===== src/hw/rtl/assert_macros.svh =====
// Assertion macros used by the RTL of the heading steering block.
// Expects a clock named clk and a synchronous active-high reset named rst.
`ifndef ASSERT_MACROS_SVH
`define ASSERT_MACROS_SVH

// expression must hold at every clock edge out of reset
`define ASSERT_ALWAYS(label, expr, msg) \
  label: assert property (@(posedge clk) disable iff (rst) (expr)) else $error(msg);

// antecedent implies consequent in the same cycle
`define ASSERT_IMPLY(label, ante, cons, msg) \
  label: assert property (@(posedge clk) disable iff (rst) (ante) |-> (cons)) else $error(msg);

`endif


===== src/hw/rtl/hps_pkg.sv =====
// Package for the heading PD steering block: widths, arctangent table,
// state encoding and the status group of the angle unit. No dependencies.
package hps_pkg;

  localparam int COORD_BITS   = 12;
  localparam int CORDIC_STEPS = 16;
  localparam int ATAN_LEN     = 24;
  localparam int CORDIC_ITERS = (CORDIC_STEPS < ATAN_LEN) ? CORDIC_STEPS : ATAN_LEN;
  localparam int STEP_W       = $clog2(CORDIC_ITERS);
  localparam int PRE_SHIFT    = 16;
  // headroom for the CORDIC gain on a diagonal vector plus sign
  localparam int XW           = COORD_BITS + PRE_SHIFT + 3;
  localparam int ZW           = 32;
  localparam int GAIN_W       = 24;
  localparam int ERR_W        = 16;
  localparam int DERR_W       = ERR_W + 1;
  localparam int PROD_W       = GAIN_W + DERR_W;
  localparam int ACC_W        = PROD_W + 2;
  localparam int RND_SHIFT    = 21;
  localparam int STEER_W      = 16;
  localparam int IN_W         = ((4 * COORD_BITS + 7) / 8) * 8;
  localparam int OUT_W        = 2 * STEER_W;

  localparam logic signed [ZW-1:0]     QUARTER_TURN = 32'sh4000_0000;
  localparam logic [ERR_W-1:0]         ERR_FULL     = 16'd32768;
  localparam logic signed [GAIN_W-1:0] PROP_GAIN_RST  = 24'sd734003;
  localparam logic signed [GAIN_W-1:0] DERIV_GAIN_RST = -24'sd524;

  // register index, taken from paddr[2]
  localparam logic REG_PROP_GAIN  = 1'b0;
  localparam logic REG_DERIV_GAIN = 1'b1;

  typedef enum logic [2:0] {
    ST_IDLE,
    ST_ANGLE,
    ST_MUL_P,
    ST_MUL_D,
    ST_ROUND,
    ST_OUT
  } hps_state_t;

  typedef struct packed {
    logic busy;
    logic done;
  } hps_cordic_status_t;

  // atan(2^-i) with pi/2 = 2^30
  function automatic logic signed [ZW-1:0] atan_entry(input logic [4:0] idx);
    logic signed [ZW-1:0] v;
    case (idx)
      5'd0:    v = 32'sh2000_0000;
      5'd1:    v = 32'sh12E4_051E;
      5'd2:    v = 32'sh09FB_385B;
      5'd3:    v = 32'sh0511_11D4;
      5'd4:    v = 32'sh028B_0D43;
      5'd5:    v = 32'sh0145_D7E1;
      5'd6:    v = 32'sh00A2_F61E;
      5'd7:    v = 32'sh0051_7C55;
      5'd8:    v = 32'sh0028_BE53;
      5'd9:    v = 32'sh0014_5F2F;
      5'd10:   v = 32'sh000A_2F98;
      5'd11:   v = 32'sh0005_17CC;
      5'd12:   v = 32'sh0002_8BE6;
      5'd13:   v = 32'sh0001_45F3;
      5'd14:   v = 32'sh0000_A2FA;
      5'd15:   v = 32'sh0000_517D;
      5'd16:   v = 32'sh0000_28BE;
      5'd17:   v = 32'sh0000_145F;
      5'd18:   v = 32'sh0000_0A30;
      5'd19:   v = 32'sh0000_0518;
      5'd20:   v = 32'sh0000_028C;
      5'd21:   v = 32'sh0000_0146;
      5'd22:   v = 32'sh0000_00A3;
      5'd23:   v = 32'sh0000_0051;
      default: v = '0;
    endcase
    return v;
  endfunction

endpackage


===== src/hw/rtl/hps_cordic.sv =====
// Iterative vectoring CORDIC: one micro-rotation per cycle, angle rounded
// to Q1.15 of a quarter turn. Depends on hps_pkg.
module hps_cordic (
  input  logic                          clk,
  input  logic                          rst,
  input  logic                          start,
  input  logic [hps_pkg::COORD_BITS-1:0] mag_x,
  input  logic [hps_pkg::COORD_BITS-1:0] mag_y,
  output hps_pkg::hps_cordic_status_t   status,
  output logic [hps_pkg::ERR_W-1:0]     angle_q15
);
  import hps_pkg::*;

  localparam logic [STEP_W-1:0] LAST_STEP = STEP_W'(CORDIC_ITERS - 1);

  logic signed [XW-1:0] x, y, x_next, y_next, xs, ys;
  logic signed [ZW-1:0] z, z_next, atan_val;
  logic [STEP_W-1:0]    cnt;
  logic                 busy, done;
  logic [ZW-2:0]        z_clamped;

  always_comb begin
    xs       = x >>> cnt;
    ys       = y >>> cnt;
    atan_val = atan_entry(5'(cnt));
    if (!y[XW-1]) begin
      x_next = x + ys;
      y_next = y - xs;
      z_next = z + atan_val;
    end else begin
      x_next = x - ys;
      y_next = y + xs;
      z_next = z - atan_val;
    end
  end

  always_ff @(posedge clk) begin
    if (rst) begin
      busy <= 1'b0;
      done <= 1'b0;
      cnt  <= '0;
    end else begin
      done <= busy && (cnt == LAST_STEP);
      if (start) begin
        busy <= 1'b1;
        cnt  <= '0;
      end else if (busy) begin
        if (cnt == LAST_STEP) begin
          busy <= 1'b0;
        end
        cnt <= cnt + 1'b1;
      end
    end
  end

  always_ff @(posedge clk) begin
    if (start) begin
      x <= signed'({{(XW-COORD_BITS-PRE_SHIFT){1'b0}}, mag_x, {PRE_SHIFT{1'b0}}});
      y <= signed'({{(XW-COORD_BITS-PRE_SHIFT){1'b0}}, mag_y, {PRE_SHIFT{1'b0}}});
      z <= '0;
    end else if (busy) begin
      x <= x_next;
      y <= y_next;
      z <= z_next;
    end
  end

  always_comb begin
    if (z[ZW-1]) begin
      z_clamped = '0;
    end else if (z > QUARTER_TURN) begin
      z_clamped = QUARTER_TURN[ZW-2:0];
    end else begin
      z_clamped = z[ZW-2:0];
    end
  end

  assign angle_q15   = ERR_W'((z_clamped + 31'd16384) >> 15);
  assign status.busy = busy;
  assign status.done = done;

endmodule


===== src/hw/rtl/heading_pd_steering.sv =====
// Heading PD steering controller: top level with APB gain registers, the
// sequencer, one shared multiplier and the output register.
// Depends on hps_pkg, hps_cordic and assert_macros.svh.
//
//  channel  | dir | handshake           | content
//  s_*      | in  | s_tvalid/s_tready   | line end points
//  m_*      | out | m_tvalid/m_tready   | steering command, heading error, flag
//  apb      | in  | psel/penable/pwrite | prop_gain, deriv_gain
//
// An item passes through the iterative CORDIC, which performs one
// micro-rotation per cycle; an item with equal x coordinates skips the
// CORDIC and the multiplier. s_tready is high only when idle.
// The result register lets the next item in while the last result waits.
// Reset is synchronous; gains return to 0.7 and -0.0005, stored error to 0.
`include "assert_macros.svh"

module heading_pd_steering (
  input  logic                       clk,
  input  logic                       rst,
  // s_tdata: start_x, start_y, end_x, end_y
  input  logic                       s_tvalid,
  output logic                       s_tready,
  input  logic [hps_pkg::IN_W-1:0]   s_tdata,
  // m_tdata: steering_value, heading_error
  output logic                       m_tvalid,
  input  logic                       m_tready,
  output logic [hps_pkg::OUT_W-1:0]  m_tdata,
  // m_tuser: straight
  output logic [0:0]                 m_tuser,
  input  logic                       psel,
  input  logic                       penable,
  input  logic                       pwrite,
  input  logic [2:0]                 paddr,
  input  logic [31:0]                pwdata,
  output logic [31:0]                prdata,
  output logic                       pready
);
  import hps_pkg::*;

  localparam int DW = COORD_BITS + 1;
  localparam logic signed [ACC_W-1:0] RND = ACC_W'(64'sd1 << (RND_SHIFT - 1));

  hps_state_t state, state_next;
  hps_cordic_status_t cstat;

  logic signed [GAIN_W-1:0] prop_gain, deriv_gain;
  logic [ERR_W-1:0]         previous_error, err;
  logic signed [COORD_BITS-1:0] sx, sy, ex, ey;
  logic signed [DW-1:0]     dx, dy;
  logic [COORD_BITS-1:0]    mag_x, mag_y;
  logic                     dx_neg, dy_neg, dy_zero, straight;
  logic                     accept, start, load_out, cfg_write;
  logic [ERR_W-1:0]         angle_q15;
  logic signed [GAIN_W-1:0] mul_a;
  logic signed [DERR_W-1:0] mul_b, err_ext, derr;
  logic signed [PROD_W-1:0] mul_out, prod;
  logic signed [ACC_W-1:0]  acc;
  logic signed [ACC_W-RND_SHIFT-1:0] steer_raw;
  logic signed [ACC_W-RND_SHIFT:0]   steer_sgn;
  logic signed [STEER_W-1:0] steer_sat;
  logic signed [STEER_W-1:0] out_steer;
  logic [ERR_W-1:0]          out_heading;
  logic                      out_straight;

  // configuration
  assign pready    = 1'b1;
  assign cfg_write = psel && penable && pwrite;

  always_ff @(posedge clk) begin
    if (rst) begin
      prop_gain  <= PROP_GAIN_RST;
      deriv_gain <= DERIV_GAIN_RST;
    end else if (cfg_write) begin
      case (paddr[2])
        REG_PROP_GAIN:  prop_gain  <= signed'(pwdata[GAIN_W-1:0]);
        REG_DERIV_GAIN: deriv_gain <= signed'(pwdata[GAIN_W-1:0]);
        default: ;
      endcase
    end
  end

  always_comb begin
    case (paddr[2])
      REG_PROP_GAIN:  prdata = 32'(prop_gain);
      REG_DERIV_GAIN: prdata = 32'(deriv_gain);
      default:        prdata = '0;
    endcase
  end

  // input decode
  assign sx = signed'(s_tdata[COORD_BITS-1:0]);
  assign sy = signed'(s_tdata[2*COORD_BITS-1:COORD_BITS]);
  assign ex = signed'(s_tdata[3*COORD_BITS-1:2*COORD_BITS]);
  assign ey = signed'(s_tdata[4*COORD_BITS-1:3*COORD_BITS]);
  assign dx = DW'(sx) - DW'(ex);
  assign dy = DW'(sy) - DW'(ey);
  assign mag_x = dx[DW-1] ? COORD_BITS'(-dx) : COORD_BITS'(dx);
  assign mag_y = dy[DW-1] ? COORD_BITS'(-dy) : COORD_BITS'(dy);

  hps_cordic u_cordic (
    .clk       (clk),
    .rst       (rst),
    .start     (start),
    .mag_x     (mag_x),
    .mag_y     (mag_y),
    .status    (cstat),
    .angle_q15 (angle_q15)
  );

  // sequencer
  always_ff @(posedge clk) begin
    if (rst) begin
      state <= ST_IDLE;
    end else begin
      state <= state_next;
    end
  end

  always_comb begin
    state_next = state;
    s_tready   = 1'b0;
    start      = 1'b0;
    load_out   = 1'b0;
    case (state)
      ST_IDLE: begin
        s_tready = 1'b1;
        if (s_tvalid) begin
          if (dx == '0) begin
            state_next = ST_OUT;
          end else begin
            start      = 1'b1;
            state_next = ST_ANGLE;
          end
        end
      end
      ST_ANGLE: begin
        if (cstat.done) begin
          state_next = ST_MUL_P;
        end
      end
      ST_MUL_P: state_next = ST_MUL_D;
      ST_MUL_D: state_next = ST_ROUND;
      ST_ROUND: state_next = ST_OUT;
      ST_OUT: begin
        if (!m_tvalid || m_tready) begin
          load_out   = 1'b1;
          state_next = ST_IDLE;
        end
      end
      default: state_next = ST_IDLE;
    endcase
  end

  assign accept = s_tvalid && s_tready;

  // shared multiplier: proportional term, then derivative term
  assign err_ext = signed'({1'b0, err});
  assign derr    = err_ext - signed'({1'b0, previous_error});
  assign mul_a   = (state == ST_MUL_P) ? prop_gain : deriv_gain;
  assign mul_b   = (state == ST_MUL_P) ? err_ext : derr;
  assign mul_out = mul_a * mul_b;

  always_ff @(posedge clk) begin
    if (accept) begin
      dx_neg   <= dx[DW-1];
      dy_neg   <= dy[DW-1];
      dy_zero  <= (dy == '0);
      straight <= (dx == '0);
    end
    if (state == ST_ANGLE && cstat.done) begin
      err <= ERR_FULL - angle_q15;
    end
    case (state)
      ST_MUL_P: prod <= mul_out;
      ST_MUL_D: begin
        acc  <= ACC_W'(prod);
        prod <= mul_out;
      end
      ST_ROUND: acc <= acc + ACC_W'(prod) + RND;
      default: ;
    endcase
  end

  // round, sign and saturate
  assign steer_raw = acc[ACC_W-1:RND_SHIFT];
  always_comb begin
    if (!dy_zero && (dx_neg != dy_neg)) begin
      steer_sgn = -(ACC_W-RND_SHIFT+1)'(steer_raw);
    end else begin
      steer_sgn = (ACC_W-RND_SHIFT+1)'(steer_raw);
    end
    if (steer_sgn > (ACC_W-RND_SHIFT+1)'(32767)) begin
      steer_sat = 16'sh7FFF;
    end else if (steer_sgn < -(ACC_W-RND_SHIFT+1)'(32768)) begin
      steer_sat = -16'sh8000;
    end else begin
      steer_sat = steer_sgn[STEER_W-1:0];
    end
  end

  always_ff @(posedge clk) begin
    if (rst) begin
      m_tvalid       <= 1'b0;
      previous_error <= '0;
    end else begin
      if (load_out) begin
        m_tvalid <= 1'b1;
      end else if (m_tready) begin
        m_tvalid <= 1'b0;
      end
      if (load_out && !straight) begin
        previous_error <= err;
      end
    end
  end

  always_ff @(posedge clk) begin
    if (load_out) begin
      out_straight <= straight;
      out_steer    <= straight ? '0 : steer_sat;
      out_heading  <= straight ? '0 : err;
    end
  end

  assign m_tdata = {out_heading, out_steer};
  assign m_tuser = out_straight;

  `ASSERT_IMPLY(a_ready_unit_idle, s_tready, !cstat.busy, "input ready while CORDIC busy")
  `ASSERT_IMPLY(a_done_in_angle, cstat.done, state == ST_ANGLE, "CORDIC done outside angle state")
  `ASSERT_IMPLY(a_straight_zero, m_tvalid && m_tuser[0], m_tdata == '0, "straight item not zero")
  `ASSERT_IMPLY(a_err_range, m_tvalid, out_heading <= ERR_FULL, "heading error out of range")

endmodule

===== config.mk =====
export PLATFORM = sky130hd
export DESIGN_NAME = heading_pd_steering
export DESIGN_NICKNAME = d
export VERILOG_FILES = /design/src/hw/rtl/hps_pkg.sv /design/src/hw/rtl/hps_cordic.sv /design/src/hw/rtl/heading_pd_steering.sv
export VERILOG_INCLUDE_DIRS = /design/src /design/src/hw/rtl
export SDC_FILE = /design/constraint.sdc
export NUM_CORES = 2
export LEC_CHECK = 0
export BUFFER_PORTS_ARGS = -buffer_cell sky130_fd_sc_hd__buf_2
export CORE_ASPECT_RATIO = 1.25
export CORE_UTILIZATION = 60
export DETAILED_ROUTE_END_ITERATION = 12
export HOLD_SLACK_MARGIN = 0.1
export PLACE_DENSITY_LB_ADDON = 0.25
export SLEW_MARGIN = 10
export SYNTH_ARGS = -nofsm -noshare
export SYNTH_HDL_FRONTEND = slang
export SYNTH_SLANG_ARGS = --single-unit

===== constraint.sdc =====
create_clock -name clk -period 28.4 [get_ports clk]
set_input_delay 5.68 -clock clk [delete_from_list [all_inputs] [get_ports clk]]
set_output_delay 5.68 -clock clk [all_outputs]
set_load 0.02 [all_outputs]

==> flow_summary.json <==
{
  "finalCritPeriodShare_pct": 45.0,
  "clockBufferDepth": 3,
  "cellLeakagePower_nw": 21.1,
  "dpl-instance-area_mm2": 0.0445,
  "post-route-min-period_ns": 12.77,
  "peakVddDrop_v": 0.0000932,
  "synth-seq-cells": 335,
  "root_buffer": "clkbuf_16",
  "async_flop_share_pct": 0,
  "cts_resized": 0,
  "h-tree-depth": 2,
  "avgSynthCellArea_um2": 8.61,
  "drive_gt1_share_pct": 9.01,
  "rr_startpoint": "err[1]",
  "die_area_mm2": 0.0728,
  "syn_area_mm2": 0.0430,
  "cts_made_buffers": 38,
  "tns_ns": 0,
  "grt_pass1_wl_um": 184000,
  "reg2reg_depth": 29,
  "rrSetupSlack_ns": 18.16,
  "status": "complete, no violations",
  "hold_class": "reg -> reg",
  "synth_edf_count": 161,
  "wl_um": 114000,
  "die_y_um": 301,
  "worstPathRequired_ns": 22.72,
  "r2r_end": "prod[39]",
  "first_pass_iters": 6,
  "nets": 5849,
  "netlist_instances": 4995,
  "seq_area_mm2": 0.00833,
  "cp-end-kind": "primary output",
  "powerDensity_mw_per_mm2": 92.7,
  "routabilityCongestion": 0.949,
  "grt_start_max_net_pins": 91,
  "holdBufCountCts": 0,
  "hpwl_um": 87300,
  "grt_pass1_vias": 35769,
  "initial_core_util_pct": 60.8,
  "drcViolationCount": 0,
  "syn_nets": 5823,
  "io_buffer_count": 146,
  "fill_cells": 5906,
  "finalSetupViolations": 0,
  "drtIter0Drc": 2414,
  "timing.fmax_mhz": 78.3,
  "chipWidth_um": 241,
  "via_per_inst": 5.99,
  "core_mm2": 0.0708,
  "max-slew-margin-rel_pct": 16.5,
  "cap_violations": 0,
  "critPathMaxFanout": 27,
  "antenna_found_initial": 5,
  "hold_depth": 2,
  "rsz0062_at_grt": "false",
  "synthFlopType": "dfxtp_1",
  "cp.arrival_ns": 7.09,
  "skew_ns": 0.0314,
  "routedWlPerCell_um": 19.1,
  "worst_hold_startpoint": "deriv_gain[3]",
  "holdPathEnd": "deriv_gain[3]",
  "synthDistinctLibCells": 92,
  "ys_warn_count": 0,
  "postCtsSetupRepairBufs": 0,
  "cp-start-kind": "input port",
  "pin_count": 158,
  "cts_sinks": 335,
  "track_usage_pct": 32.2,
  "hold_viol_final": 0,
  "vias": 35898,
  "slew_viol_final": 0,
  "syn_to_final_growth_pct": 6.54,
  "worst_pin_slew_ns": 1.25,
  "synth-seq-area-share_pct": 19.3,
  "clk_latency_ns": 0.59,
  "cts_tree": "built",
  "fin_area_mm2": 0.0458,
  "gr-total-overflow": 0,
  "clk_pin_slew_ns": 0.06,
  "crit_type": "in -> out",
  "row_count": 109,
  "multi_input_area_mm2": 0.0317,
  "ant_nets": 0
}
==> state kept, by name (all words and copies together) (netlist names), 24 cells and up <==
signal             count
acc                   43
u_cordic.atan_val     30
u_cordic.z            32
deriv_gain            24
prop_gain             24
u_cordic.y            31
prod                  41
u_cordic.x            31
==> where the power goes <==
group	total, W	leakage (nW)	internal, W	switching (W)
sequential	0.000741	2.91	0.000648	0.0000930
combinational	0.00298	17.5	0.00126	0.00172
clock	0.000522	0.636	0.000307	0.000216
total	0.00425	21.1	0.00222	0.00203
==> metrics by stage <==
stage / std cells / hold slack (ns) / worst slack [ns] / utilization, % / power (W)
floorplan: 4995 / 0.449 / 15.99 / - / 0.00300
global route: 5994 / 0.514 / 15.52 / 64.7 / 0.00460
global placement: 5924 / 0.473 / 15.68 / 62.9 / 0.00362
detailed placement: 5924 / 0.479 / 15.66 / 62.9 / 0.00369
CTS: 5993 / 0.489 / 15.66 / 64.7 / 0.00423
finish: 5995 / 0.489 / 15.63 / 64.8 / 0.00425
==> placed cells by master (no fill, tap or decap), types with 30 or more instances in the layout <==
master / n
nand3b_1: 36
a21oi_1: 286
ha_1: 330
nand2_1: 668
mux2_2: 54
fa_1: 408
buf_2: 146
o21a_1: 30
o21ai_0: 208
nand3_1: 75
nor3_1: 71
or3_1: 31
and3_1: 34
a31oi_1: 34
a21o_1: 89
nand2b_1: 46
and2_1: 43
clkbuf_16: 41
dfxtp_1: 168
nor2b_1: 44
mux2i_1: 134
a211oi_1: 37
edfxtp_1: 161
nor2_1: 489
xnor2_1: 200
buf_4: 51
xor2_1: 112
mux4_2: 74
inv_1: 583
==> layer usage <==
layer | track usage (%) | routed length [um] | up-vias
li1 | - | - | 16910
met1 | 36.8 | 42800 | 17272
met2 | 55.9 | 56000 | 1317
met3 | 5.26 | 7540 | 395
met4 | 19.8 | 7930 | 4
met5 | 0 | 26 | -
==> worst max-delay path by stage <==
stage,start,end,slack (ns),depth (start not counted)
after floorplan,paddr[2],prdata[10],15.99,3
after global placement,paddr[2],prdata[27],15.68,3
after detailed placement,paddr[2],prdata[24],15.66,3
after CTS,paddr[2],prdata[24],15.66,3
after global routing,paddr[2],prdata[24],15.52,3
final,paddr[2],prdata[24],15.63,3
==> cell usage after synthesis (44+ instances only) <==
cell type | n | area share [%]
o21ai_0 | 208 | 2.4
edfxtp_1 | 161 | 11
mux4_2 | 74 | 3.9
mux2_2 | 54 | 1.4
nand3_1 | 75 | 0.87
inv_1 | 583 | 5.1
mux2i_1 | 134 | 3.1
xor2_1 | 112 | 2.3
xnor2_1 | 200 | 4.1
nand2_1 | 670 | 5.8
nor3_1 | 71 | 0.83
nor2_1 | 492 | 4.3
clkbuf_1 | 165 | 1.4
ha_1 | 330 | 9.6
nand2b_1 | 46 | 0.67
a21oi_1 | 291 | 3.4
dfxtp_1 | 174 | 8.1
fa_1 | 408 | 19
nor2b_1 | 46 | 0.67
a21o_1 | 90 | 1.6
and2_1 | 44 | 0.64
==> layout make-up <==
cell class / count / share of cell area (%)
inverter: 587 / 4.81
clock inverter: 15 / 0.437
clock buffer: 54 / 2.39
tap: 943 / 2.57
multi-input combinational: 3862 / 69.2
antenna: 2 / 0.0109
sequential: 335 / 18.2
timing repair buffer: 197 / 2.43
==> cell families (layout without fill, tap and decap cells) <==
kind of cell | Yosys count | count (layout) | synth area share [%]
and+or+nand+nor | 1648 | 1648 | 17.1
AOI/OAI and AO/OA | 900 | 900 | 13.0
buffers and inverters | 798 | 853 | 7.15
adders and majority gates | 738 | 738 | 28.6
DFF | 335 | 335 | 19.3
xor gates and xnor gates | 312 | 312 | 6.35
muxes | 263 | 263 | 8.44
other | 1 | 3 | 0.00872
==> worst max-delay path, stage by stage <==
cell and delay [ns]:
buf_2 0.64, mux2_2 0.51, buf_2 0.19
No activity file was read; power rests on OpenSTA's default activity.
